[src/rtl/c8_pkg.sv]
// shared types, codes and constants for the chip-8 instruction step core
`default_nettype none
package c8_pkg;

  localparam int MEM_DEPTH   = 4096;
  localparam int STACK_DEPTH = 16;
  localparam int SCREEN_W    = 64;
  localparam int SCREEN_H    = 32;

  localparam logic [11:0] PC_RESET = 12'h200;

  // item modes
  localparam logic [2:0] MODE_LOAD = 3'd0;
  localparam logic [2:0] MODE_EXEC = 3'd1;
  localparam logic [2:0] MODE_TICK = 3'd2;
  localparam logic [2:0] MODE_KEY  = 3'd3;
  localparam logic [2:0] MODE_ROW  = 3'd4;
  localparam logic [2:0] MODE_BYTE = 3'd5;

  // top nibble groups
  localparam logic [3:0] GRP_SYS  = 4'h0;
  localparam logic [3:0] GRP_JP   = 4'h1;
  localparam logic [3:0] GRP_CALL = 4'h2;
  localparam logic [3:0] GRP_SE   = 4'h3;
  localparam logic [3:0] GRP_SNE  = 4'h4;
  localparam logic [3:0] GRP_SER  = 4'h5;
  localparam logic [3:0] GRP_LD   = 4'h6;
  localparam logic [3:0] GRP_ADD  = 4'h7;
  localparam logic [3:0] GRP_ALU  = 4'h8;
  localparam logic [3:0] GRP_SNER = 4'h9;
  localparam logic [3:0] GRP_LDI  = 4'hA;
  localparam logic [3:0] GRP_JPV  = 4'hB;
  localparam logic [3:0] GRP_RND  = 4'hC;
  localparam logic [3:0] GRP_DRW  = 4'hD;
  localparam logic [3:0] GRP_KEY  = 4'hE;
  localparam logic [3:0] GRP_MISC = 4'hF;

  // alu sub-codes
  localparam logic [3:0] ALU_MOV  = 4'h0;
  localparam logic [3:0] ALU_OR   = 4'h1;
  localparam logic [3:0] ALU_AND  = 4'h2;
  localparam logic [3:0] ALU_XOR  = 4'h3;
  localparam logic [3:0] ALU_ADD  = 4'h4;
  localparam logic [3:0] ALU_SUB  = 4'h5;
  localparam logic [3:0] ALU_SHR  = 4'h6;
  localparam logic [3:0] ALU_SUBN = 4'h7;
  localparam logic [3:0] ALU_SHL  = 4'hE;

  localparam logic [15:0] OP_CLS = 16'h00E0;
  localparam logic [15:0] OP_RET = 16'h00EE;

  localparam logic [7:0] KK_SKP    = 8'h9E;
  localparam logic [7:0] KK_SKNP   = 8'hA1;
  localparam logic [7:0] KK_GET_DT = 8'h07;
  localparam logic [7:0] KK_WAIT   = 8'h0A;
  localparam logic [7:0] KK_SET_DT = 8'h15;
  localparam logic [7:0] KK_SET_ST = 8'h18;
  localparam logic [7:0] KK_ADD_I  = 8'h1E;
  localparam logic [7:0] KK_FONT   = 8'h29;
  localparam logic [7:0] KK_BCD    = 8'h33;
  localparam logic [7:0] KK_STORE  = 8'h55;
  localparam logic [7:0] KK_LOAD   = 8'h65;

  localparam logic [3:0] REG_VF = 4'hF;

  typedef struct packed {
    logic [2:0]  mode;
    logic [11:0] address;
    logic [7:0]  data;
    logic [3:0]  key_index;
    logic        key_pressed;
    logic [7:0]  random_byte;
  } c8_in_t;

  typedef struct packed {
    logic [11:0] program_counter;
    logic [15:0] opcode_done;
    logic [15:0] index_value;
    logic [7:0]  delay_value;
    logic        sound_on;
    logic        unknown_opcode;
    logic        waiting_key;
    logic [63:0] read_data;
  } c8_out_t;

  typedef enum logic [3:0] {
    ST_IDLE, ST_SIMPLE, ST_RDBYTE, ST_FETCH_HI, ST_FETCH_LO, ST_FETCH_END,
    ST_RD_Y, ST_EXEC, ST_DRAW_ADDR, ST_DRAW_ROW, ST_BCD, ST_STORE,
    ST_LOAD_ADDR, ST_LOAD_WR, ST_SETVF, ST_DONE
  } c8_state_t;

  typedef enum logic [4:0] {
    CMD_NONE, CMD_CAPTURE, CMD_SIMPLE, CMD_RDBYTE, CMD_FETCH_HI, CMD_FETCH_LO,
    CMD_FETCH_END, CMD_RD_Y, CMD_EXEC, CMD_DRAW_ADDR, CMD_DRAW_ROW, CMD_BCD,
    CMD_STORE, CMD_LOAD_ADDR, CMD_LOAD_WR, CMD_SETVF, CMD_OUT
  } c8_cmd_t;

  typedef enum logic [2:0] {
    PH_DONE, PH_VF, PH_DRAW, PH_BCD, PH_STORE, PH_LOAD
  } c8_phase_t;

  typedef struct packed {
    logic      is_exec;
    logic      is_byte;
    c8_phase_t phase;
    logic      last;
  } c8_stat_t;

endpackage
`default_nettype wire

[src/rtl/c8_ctrl.sv]
// sequencer for the chip-8 core: item handshake, micro-steps, result register valid
`default_nettype none
module c8_ctrl import c8_pkg::*; (
  input  logic     clk,
  input  logic     rst,
  input  logic     in_valid,
  output logic     in_stall,
  output logic     out_valid,
  input  logic     out_stall,
  input  c8_stat_t stat,
  output c8_cmd_t  cmd
);

  c8_state_t state, state_next;
  logic      out_free;

  assign in_stall = (state != ST_IDLE);
  assign out_free = !out_valid || !out_stall;

  always_ff @(posedge clk) begin
    if (rst) begin
      state     <= ST_IDLE;
      out_valid <= 1'b0;
    end else begin
      state <= state_next;
      if (cmd == CMD_OUT) begin
        out_valid <= 1'b1;
      end else if (!out_stall) begin
        out_valid <= 1'b0;
      end
    end
  end

  always_comb begin
    state_next = state;
    cmd        = CMD_NONE;
    case (state)
      ST_IDLE: begin
        if (in_valid) begin
          cmd        = CMD_CAPTURE;
          state_next = ST_SIMPLE;
        end
      end
      ST_SIMPLE: begin
        cmd = CMD_SIMPLE;
        if (stat.is_exec) begin
          state_next = ST_FETCH_HI;
        end else if (stat.is_byte) begin
          state_next = ST_RDBYTE;
        end else begin
          state_next = ST_DONE;
        end
      end
      ST_RDBYTE: begin
        cmd        = CMD_RDBYTE;
        state_next = ST_DONE;
      end
      ST_FETCH_HI: begin
        cmd        = CMD_FETCH_HI;
        state_next = ST_FETCH_LO;
      end
      ST_FETCH_LO: begin
        cmd        = CMD_FETCH_LO;
        state_next = ST_FETCH_END;
      end
      ST_FETCH_END: begin
        cmd        = CMD_FETCH_END;
        state_next = ST_RD_Y;
      end
      ST_RD_Y: begin
        cmd        = CMD_RD_Y;
        state_next = ST_EXEC;
      end
      ST_EXEC: begin
        cmd = CMD_EXEC;
        case (stat.phase)
          PH_VF:    state_next = ST_SETVF;
          PH_DRAW:  state_next = ST_DRAW_ADDR;
          PH_BCD:   state_next = ST_BCD;
          PH_STORE: state_next = ST_STORE;
          PH_LOAD:  state_next = ST_LOAD_ADDR;
          default:  state_next = ST_DONE;
        endcase
      end
      ST_DRAW_ADDR: begin
        cmd        = CMD_DRAW_ADDR;
        state_next = ST_DRAW_ROW;
      end
      ST_DRAW_ROW: begin
        cmd        = CMD_DRAW_ROW;
        state_next = stat.last ? ST_SETVF : ST_DRAW_ADDR;
      end
      ST_BCD: begin
        cmd        = CMD_BCD;
        state_next = stat.last ? ST_DONE : ST_BCD;
      end
      ST_STORE: begin
        cmd        = CMD_STORE;
        state_next = stat.last ? ST_DONE : ST_STORE;
      end
      ST_LOAD_ADDR: begin
        cmd        = CMD_LOAD_ADDR;
        state_next = ST_LOAD_WR;
      end
      ST_LOAD_WR: begin
        cmd        = CMD_LOAD_WR;
        state_next = stat.last ? ST_DONE : ST_LOAD_ADDR;
      end
      ST_SETVF: begin
        cmd        = CMD_SETVF;
        state_next = ST_DONE;
      end
      ST_DONE: begin
        if (out_free) begin
          cmd        = CMD_OUT;
          state_next = ST_IDLE;
        end
      end
      default: state_next = ST_IDLE;
    endcase
  end

endmodule
`default_nettype wire

[config.mk]
export PLATFORM = sky130hd
export DESIGN_NAME = c8_ctrl
export DESIGN_NICKNAME = d
export VERILOG_FILES = /design/src/rtl/c8_pkg.sv /design/src/rtl/c8_ctrl.sv
export SDC_FILE = /design/constraint.sdc
export NUM_CORES = 1
export LEC_CHECK = 0
export ABC_AREA = 0
export BUFFER_PORTS_ARGS = -buffer_cell sky130_fd_sc_hd__buf_2
export CAP_MARGIN = 10
export CORE_AREA = 3 3 40 42
export DETAILED_ROUTE_END_ITERATION = 16
export DIE_AREA = 0 0 43 45
export PLACE_DENSITY = 0.56
export SLEW_MARGIN = 20
export SYNTH_ARGS = -nofsm -noshare
export SYNTH_HDL_FRONTEND = slang
export SYNTH_SLANG_ARGS = --single-unit
[constraint.sdc]
create_clock -name clk -period 1.9 [get_ports clk]
set_input_delay 0.19 -clock clk [delete_from_list [all_inputs] [get_ports clk]]
set_output_delay 0.19 -clock clk [all_outputs]
set_load 0.005 [all_outputs]
## Word level (Yosys, flattened, before mapping)

Index checks and enable logic that the tools add are counted.
Widths: inputs -> output; s select.

| word-level totals | value |
|---|---|
| bits in registers | 5 |
| latch bits | 0 |
| memory bits (writable) | 0 |
| memory bits (read-only) | 0 |
| input port bits | 10 |
| output and inout port bits | 7 |
| word-level logic and storage cells | 48 |
| memories kept | 0 |

| operators by class | value |
|---|---|
| add/subtract/negate cells | 0 |
| multiply operators | 0 |
| divide/modulo/power cells | 0 |
| order comparisons | 0 |
| equal/unequal tests | 24 |
| shifts and indexed selects | 0 |
| mux-type cells | 15 |
| bitwise logic cells | 0 |
| reductions and logical operators | 7 |

Operators with widths:

| operator | number |
|---|---|
| $pmux 5 s16 | 1 |
| $pmux 4 s15 | 1 |
| $eq 4x4->1 const B | 8 |
| $eq 4x3->1 const B | 4 |
| $mux 4 | 4 |
| $pmux 3 s5 | 1 |
| $mux 3 | 3 |
| $eq 4x2->1 const B | 2 |
| $eq 3x2->1 const B | 2 |
| $eq 3x3->1 const B | 2 |
| $eq 5x5->1 const B | 1 |
| $mux 5 | 1 |
| $eq 4x1->1 const B | 1 |
| $logic_not 4->1 | 1 |
| $ne 2x2->1 const B | 2 |
| $reduce_bool 4->1 | 1 |
| $eq 3x1->1 const B | 1 |
| $mux 1 | 3 |
| $logic_not 1->1 | 2 |
| $mux 2 | 1 |
| $ne 2x1->1 const B | 1 |
| $reduce_and 2->1 | 1 |
| $reduce_or 2->1 | 1 |
| $logic_or 1x1->1 | 1 |

## Logic depth before layout (Yosys ltp)

Gate-level depths: netlist of run 1.

| logic depth | value |
|---|---|
| depth after elaboration | 6 |
| mapped depth | 5 |

## Worst setup path after synthesis of run 1

No wires, ideal clock.

| path | value |
|---|---|
| kind | reg2reg |
| start point | register state[1] |
| end point | register state[0] |
| arrival time | 1.007 ns |
| required time | 1.776 ns |
| setup slack | 0.769 ns |
| stages on the path, launching flop included | 6 |
| path buffers | 1 |
| period minus slack after synthesis | 1.131 ns |
| cell sequence | dfxtp_1 -> buf_6 -> nand2b_2 -> o21a_1 -> a221oi_2 -> nor4_2 |

| on the way | value |
|---|---|
| longest elaborated chain between the ends | 3 |
| elaborated cells on any way between the ends | 21 |
| classes of those cells | 17 x eq/ne; 1 x mux; 3 x reduce/logical |

RTL lines:

| what | RTL line | RTL |
|---|---|---|
| from (decl) | c8_ctrl.sv:14 | `c8_state_t state, state_next;` |
| from (signal assigned) | c8_ctrl.sv:25 | `state <= state_next;` |
| $eq 4x4->1, or another cell as far along | c8_ctrl.sv:37 | `case (state)` |
| $reduce_or 2->1 (no line) or $ne 2x2->1 (tied branches) | n/a |  |
| $pmux 4 s15 or $reduce_and 2->1 (tied branches) | n/a |  |

Several ways; a longest one is shown, not always the timed one.
A chain may end at the register's enable or synchronous reset.

## Worst setup path in the final report of run 1

| path | value |
|---|---|
| start point | register state[2] |
| end point | output cmd[3] |

| on the way | value |
|---|---|
| longest elaborated chain between the ends | 2 |
| elaborated cells on any way between the ends | 17 |
| classes of those cells | 15 x eq/ne; 1 x mux; 1 x reduce/logical |

RTL lines:

| what | RTL line | RTL |
|---|---|---|
| $eq 4x4->1, or another cell as far along | c8_ctrl.sv:37 |  |
| $pmux 5 s16 * | c8_ctrl.sv:37 |  |
| to (decl) | c8_ctrl.sv:11 | `output c8_cmd_t cmd` |

Every way passes the cells marked *; elsewhere a longest branch is shown, timed or not.

==> results of run 1 <==
how the worst max path moves through the flow:
stage | from | endpoint | slack (ns) | cells after the start
floorplan | state[1] | state[0] | 0.77 | 5
global placement | state[1] | state[0] | 0.58 | 4
detailed placement | state[1] | state[0] | 0.53 | 4
CTS | state[2] | cmd[3] | 0.38 | 3
global route | state[2] | cmd[3] | 0.26 | 3
finish | state[2] | cmd[3] | 0.38 | 3
state kept, by name, indices dropped and copies added (netlist names):
register and cells:
out_valid 1, state 4
placed cells by master, fill, tap and decap left out:
| master | netlist | layout |
|---|---|---|
| nand2_1 | 10 | 10 |
| o31ai_2 | 1 | 1 |
| o21ai_0 | 2 | 2 |
| xnor2_1 | 2 | 2 |
| a31oi_1 | 1 | 1 |
| nand2_2 | 1 | 1 |
| nand4_1 | 1 | 1 |
| dfxtp_1 | 5 | 5 |
| nand3_1 | 2 | 2 |
| nor2_1 | 7 | 7 |
| clkbuf_4 | 0 | 3 |
| nor2b_1 | 3 | 3 |
| o21a_1 | 1 | 1 |
| a22oi_1 | 1 | 1 |
| nand2b_1 | 1 | 1 |
| inv_1 | 3 | 3 |
| a221oi_1 | 1 | 1 |
| nor3_1 | 2 | 2 |
| o22ai_1 | 2 | 2 |
| a221oi_2 | 1 | 1 |
| a21oi_1 | 8 | 8 |
| and2b_2 | 1 | 1 |
| nand2b_2 | 1 | 1 |
| buf_2 | 1 | 16 |
| nor3b_1 | 1 | 1 |
| o311ai_1 | 1 | 1 |
| clkbuf_1 | 0 | 1 |
| nor4_2 | 1 | 1 |
critical path: cells and delay by family (launching register included):
kind                   cells  cell delay (ns)
flip-flops                 1             0.58
buffers and inverters      1             0.13
AND/OR/NAND/NOR            1             0.19
XOR/XNOR                   1             0.19
metrics by stage:
stage | hold slack (ns) | util (%) | setup WS, ns | std cells | power (µW)
global placement | 0.445 | 40.1 | 0.578 | 91 | 643
floorplan | 0.259 | - | 0.769 | 64 | 551
CTS | 0.196 | 42.2 | 0.380 | 95 | 775
detailed placement | 0.448 | 40.1 | 0.526 | 91 | 645
finish | 0.196 | 42.2 | 0.382 | 95 | 771
global route | 0.216 | 42.2 | 0.256 | 95 | 857
power groups by stage:
stage                     clock (µW)  sequential, µW  combinational [µW]
after CTS                        128             263                 385
after global placement             0             262                 381
after global routing             141             277                 439
after floorplan                    0             167                 384
final                            127             265                 380
after detailed placement           0             264                 381
area by class of cell:
class                      instances  share of cell area [%]
multi-input combinational         52                    56.4
sequential                         5                    18.5
timing repair buffer              16                    14.8
clock buffer                       4                    4.85
tap                               15                    3.46
inverter                           3                    2.08
cell families (layout without fill, tap and decap cells):
kind of cell,Yosys count,count (layout),synth area share [%]
and+or+nand+nor,31,31,35.5
xor gates and xnor gates,2,2,3.91
AOI/OAI and AO/OA,19,19,28.8
DFF,5,5,22.3
buffers and inverters,7,23,9.49
routing by layer:
layer / global-route usage, % / vias to the layer above / wire [µm]
met1: 19.8 / 223 / 550
met3: 1.20 / 0 / 104
met4: 7.23 / 0 / 0
met5: 0 / - / 0
met2: 22.2 / 29 / 510
li1: - / 259 / -
==> results.py, run 1 <==
metrics = {
    "run_status": {
        "status": "finished, final reports clean",
    },
    "critical_path": {
        "crit_chain": "nand3_1 -> xnor2_1 -> buf_2",
        "start_kind": "register",
        "slowest_delay_ns": 0.58,
        "worstSetupPathType": "register to output pin",
        "cp_slowest_cell": "dfxtp_1",
        "reg2reg_to": "state[0]",
        "arrival_ns": 1.33,
        "end_kind": "output pin",
        "reg2reg_slack_ns": 0.52,
        "worstReg2RegStart": "state[1]",
        "path_max_fanout": 12,
        "cp.required_ns": 1.71,
        "r2r_cells": 4,
    },
    "min_path": {
        "hold_class": "primary input to register",
        "whs_endpoint": "out_valid",
        "min_path_cells": 2,
        "min_from": "rst",
    },
    "synthesis": {
        "yosys_register_bits": 5,
        "synth_top_area_share_pct": 22.3,
        "synthCells": 64,
        "synth_cell_types": 28,
        "yosys-top-cells-count": "nand2_1, a21oi_1, nor2_1",
        "postSynthNetCount": 74,
        "async_flop_share_pct": 0,
        "ys_warn_count": 0,
        "yosysTopAreaCell": "dfxtp_1",
        "synthTopCellsByArea": "dfxtp_1, a21oi_1, nand2_1",
        "synth.avg_cell_area_um2": 7.00,
        "syn_area_um2": 448,
        "synth_most_common_cell": "nand2_1",
        "synth_flop_cell": "dfxtp_1",
        "yosysSeqAreaShare_pct": 22.3,
        "synth_enable_flop_cells": 0,
    },
    "floorplanning": {
        "num_io_pins": 17,
        "rows": 13,
        "start_util_pct": 34.9,
        "fp.dieW_um": 43,
        "die_h_um": 45,
        "fp.coreArea_um2": 1280,
        "die-area_um2": 1940,
    },
    "clocking": {
        "cts-hold-fix-buffers": 0,
        "cts_resized": 0,
        "htreeDepth": 1,
        "cts_tree": "yes",
        "path_clk_slew_ns": 0.05,
        "cts_root_buf": "clkbuf_4",
        "cts_setup_buffers": 0,
        "numCtsBuffers": 3,
        "clock_path_buffers": 2,
        "clk_latency_ns": 0.24,
        "cts_sinks": 5,
    },
    "finish": {
        "final_layout_size_suffix_gt1_share_pct": 31.3,
        "multiInputGateArea_um2": 305,
        "final_area_um2": 542,
        "fin_nets": 91,
        "syn_to_final_growth_pct": 20.9,
        "fillers": 143,
        "seq_area_um2": 100,
        "diodes": 0,
    },
    "routing": {
        "drtPass1Iterations": 4,
        "antenna_left": 0,
        "vias": 511,
        "drt_iter0_drc": 25,
        "viasPerCell": 5.38,
        "post_drt_wl_per_cell_um": 12.3,
        "wirelength_mm": 1.17,
        "drc": 0,
    },
    "power": {
        "vdd.ir_drop.worst_uv": 582,
        "p_clk_share_pct": 16.4,
        "switching_share_pct": 46.9,
        "p_per_area_nw_per_um2": 1420,
        "p_comb_share_pct": 49.3,
        "p_seq_share_pct": 34.3,
        "p_sw_uw": 362,
        "p_int_uw": 409,
        "power.leakage_uw": 0.000228,
    },
    "global_routing": {
        "antenna_found_initial": 0,
        "grt_first_pass_wirelength_mm": 2.12,
        "grt_max_degree": 13,
        "track_usage_pct": 14.2,
        "overflow": 0,
        "grt_pass1_vias": 495,
    },
    "sta": {
        "rsz0062_at_grt": "no",
        "slew_violations": 0,
        "finalCriticalPeriod_ns": 1.52,
        "max_slew.worst_pin.slew_ns": 0.432,
        "hold_viol_final": 0,
        "slew_headroom_pct": 71.1,
        "min_period_over_period_pct": 79.9,
        "setup_viol": 0,
        "setup_tns_ns": 0,
        "fmax_mhz": 659,
        "fin_worst_skew_ns": 0.00230,
    },
    "placement": {
        "place_area_um2": 515,
        "dp_hpwl_um": 887,
        "gp_congestion": 0.778,
        "port_buffers": 16,
    },
    "flow_run": {
        "maxCapViolCount": 0,
    },
}
Power figures use the tool's default switching activity.
==> run 2: changes to the inputs <==
==> constraint.sdc (replaced) <==
create_clock -name clk -period 1.5 [get_ports clk]
set_input_delay 0.15 -clock clk [delete_from_list [all_inputs] [get_ports clk]]
set_output_delay 0.15 -clock clk [all_outputs]
set_load 0.005 [all_outputs]
==> results.py, run 2 (synthesis results as in run 1) <==
metrics = {
    "sta": {
        "max_slew.worst_pin.slew_ns": 0.223,
        "hold_viol_final": 0,
        "setup_tns_ns": 0,
        "min_period_over_period_pct": 88.5,
        "rsz0062_at_grt": "no",
        "finalCriticalPeriod_ns": 1.33,
        "slew_violations": 0,
        "fmax_mhz": 753,
        "setup_viol": 0,
        "fin_worst_skew_ns": 0.000580,
        "slew_headroom_pct": 84.9,
    },
    "power": {
        "vdd.ir_drop.worst_uv": 770,
        "p_per_area_nw_per_um2": 1790,
        "power.leakage_uw": 0.000239,
    },
    "floorplanning": {
        "start_util_pct": 34.9,
        "num_io_pins": 17,
        "die-area_um2": 1940,
        "rows": 13,
        "fp.dieW_um": 43,
        "die_h_um": 45,
        "fp.coreArea_um2": 1280,
    },
    "finish": {
        "largest_reg_flops": 4,
        "final_cell_mix": "buf_2, nand2_1, a21oi_1, nor2_1, dfxtp_2",
        "fin_nets": 93,
        "largest_register": "state",
        "diodes": 0,
        "top_regs": "state x4, out_valid x1",
        "syn_to_final_growth_pct": 25.4,
        "final_layout_size_suffix_gt1_share_pct": 37.8,
        "final_core_util_pct": 43.7,
        "fillers": 140,
        "final_common_cell": "buf_2",
    },
    "clocking": {
        "cts_setup_buffers": 0,
        "numCtsBuffers": 3,
        "clock_path_buffers": 2,
        "cts_sinks": 5,
        "htreeDepth": 1,
        "cts-hold-fix-buffers": 0,
        "cts_tree": "yes",
        "cts_root_buf": "clkbuf_4",
        "path_clk_slew_ns": 0.04,
        "clk_latency_ns": 0.24,
    },
    "critical_path": {
        "slowest_delay_ns": 0.41,
        "cp_top_family": "flip-flops",
        "path_max_fanout": 10,
        "worstSetupPathType": "register to output pin",
        "crit_chain": "buf_4 -> nand4_1 -> a21oi_1 -> buf_2",
        "reg2reg_slack_ns": 0.31,
        "cp.required_ns": 1.35,
        "r2r_cells": 4,
        "cp_slowest_cell": "dfxtp_2",
        "start_kind": "register",
        "worstReg2RegStart": "state[0]",
        "arrival_ns": 1.18,
        "cp.depth": 4,
        "path_buf_inv": 2,
        "end_kind": "output pin",
        "reg2reg_to": "state[0]",
    },
    "min_path": {
        "whs_endpoint": "state[3]",
        "hold_class": "primary input to register",
        "min_from": "rst",
        "min_path_cells": 2,
    },
    "routing": {
        "post_drt_wl_per_cell_um": 11.5,
        "antenna_left": 0,
        "drc": 0,
        "drtPass1Iterations": 4,
        "vias": 501,
        "drt_iter0_drc": 12,
        "wirelength_mm": 1.11,
        "viasPerCell": 5.16,
    },
    "run_status": {
        "status": "finished, final reports clean",
    },
    "global_routing": {
        "grt_first_pass_wirelength_mm": 1.90,
        "grt_pass1_vias": 434,
        "antenna_found_initial": 0,
        "track_usage_pct": 13.1,
        "grt_max_degree": 13,
        "overflow": 0,
    },
    "flow_run": {
        "maxCapViolCount": 0,
    },
    "placement": {
        "gp_congestion": 0.767,
        "dp_hpwl_um": 897,
        "port_buffers": 16,
    },
}
run 2: cell count changes in the layout (fill, tap and decap cells not counted), sizes merged:
cell and change:
buf +2
run 2: final cells by class:
class	instances	area (µm²)	share of cell area, %
timing repair buffer	18	95.1	16.9
inverter	3	11.3	2.00
clock buffer	4	26.3	4.68
tap	15	18.8	3.34
multi-input combinational	52	305	54.3
sequential	5	105	18.7
run 2: worst max-delay path by stage:
stage                to  startpoint
4_1_cts          cmd[4]    state[0]
2_1_floorplan  state[0]    state[1]
5_1_grt          cmd[4]    state[0]
3_3_place_gp   state[0]    state[1]
3_5_place_dp   state[0]    state[1]
6_report         cmd[4]    state[0]
run 2: metrics by stage:
step	instances	worst slack, ns	hold WS, ns	cell area, µm²	total power, µW
2_1_floorplan	64	0.369	0.219	448	698
3_3_place_gp	93	0.212	0.398	531	852
5_1_grt	97	0.0711	0.139	562	1110
6_report	97	0.172	0.141	562	1010
3_5_place_dp	93	0.187	0.393	531	846
4_1_cts	97	0.0199	0.139	557	1000
run 2: worst reg2reg max path: stages, from the launching register on:
cell      delay [ns]
dfxtp_2         0.36
nand2b_1        0.21
o21a_1          0.20
a221oi_2        0.23
nor4_2          0.07
run 2: where the power goes:
part           total (µW)  internal, µW  switching [µW]
Clock                 152           100            51.3
Sequential            332           194             138
Combinational         522           264             258
run 2: routing by layer:
| metal | GRT usage, % | vias up | share of wire, % |
|---|---|---|---|
| li1 | - | 262 | - |
| met1 | 17.4 | 217 | 47 |
| met2 | 20.1 | 22 | 46 |
| met3 | 3.59 | 0 | 6.8 |
| met4 | 5.42 | 0 | 0 |
| met5 | 0 | - | 0 |
run 2: what timing repair did:
action	CTS	global route
endpoints found under the hold margin	0	0
resized for setup	0	4
endpoints found under the setup margin	0	3
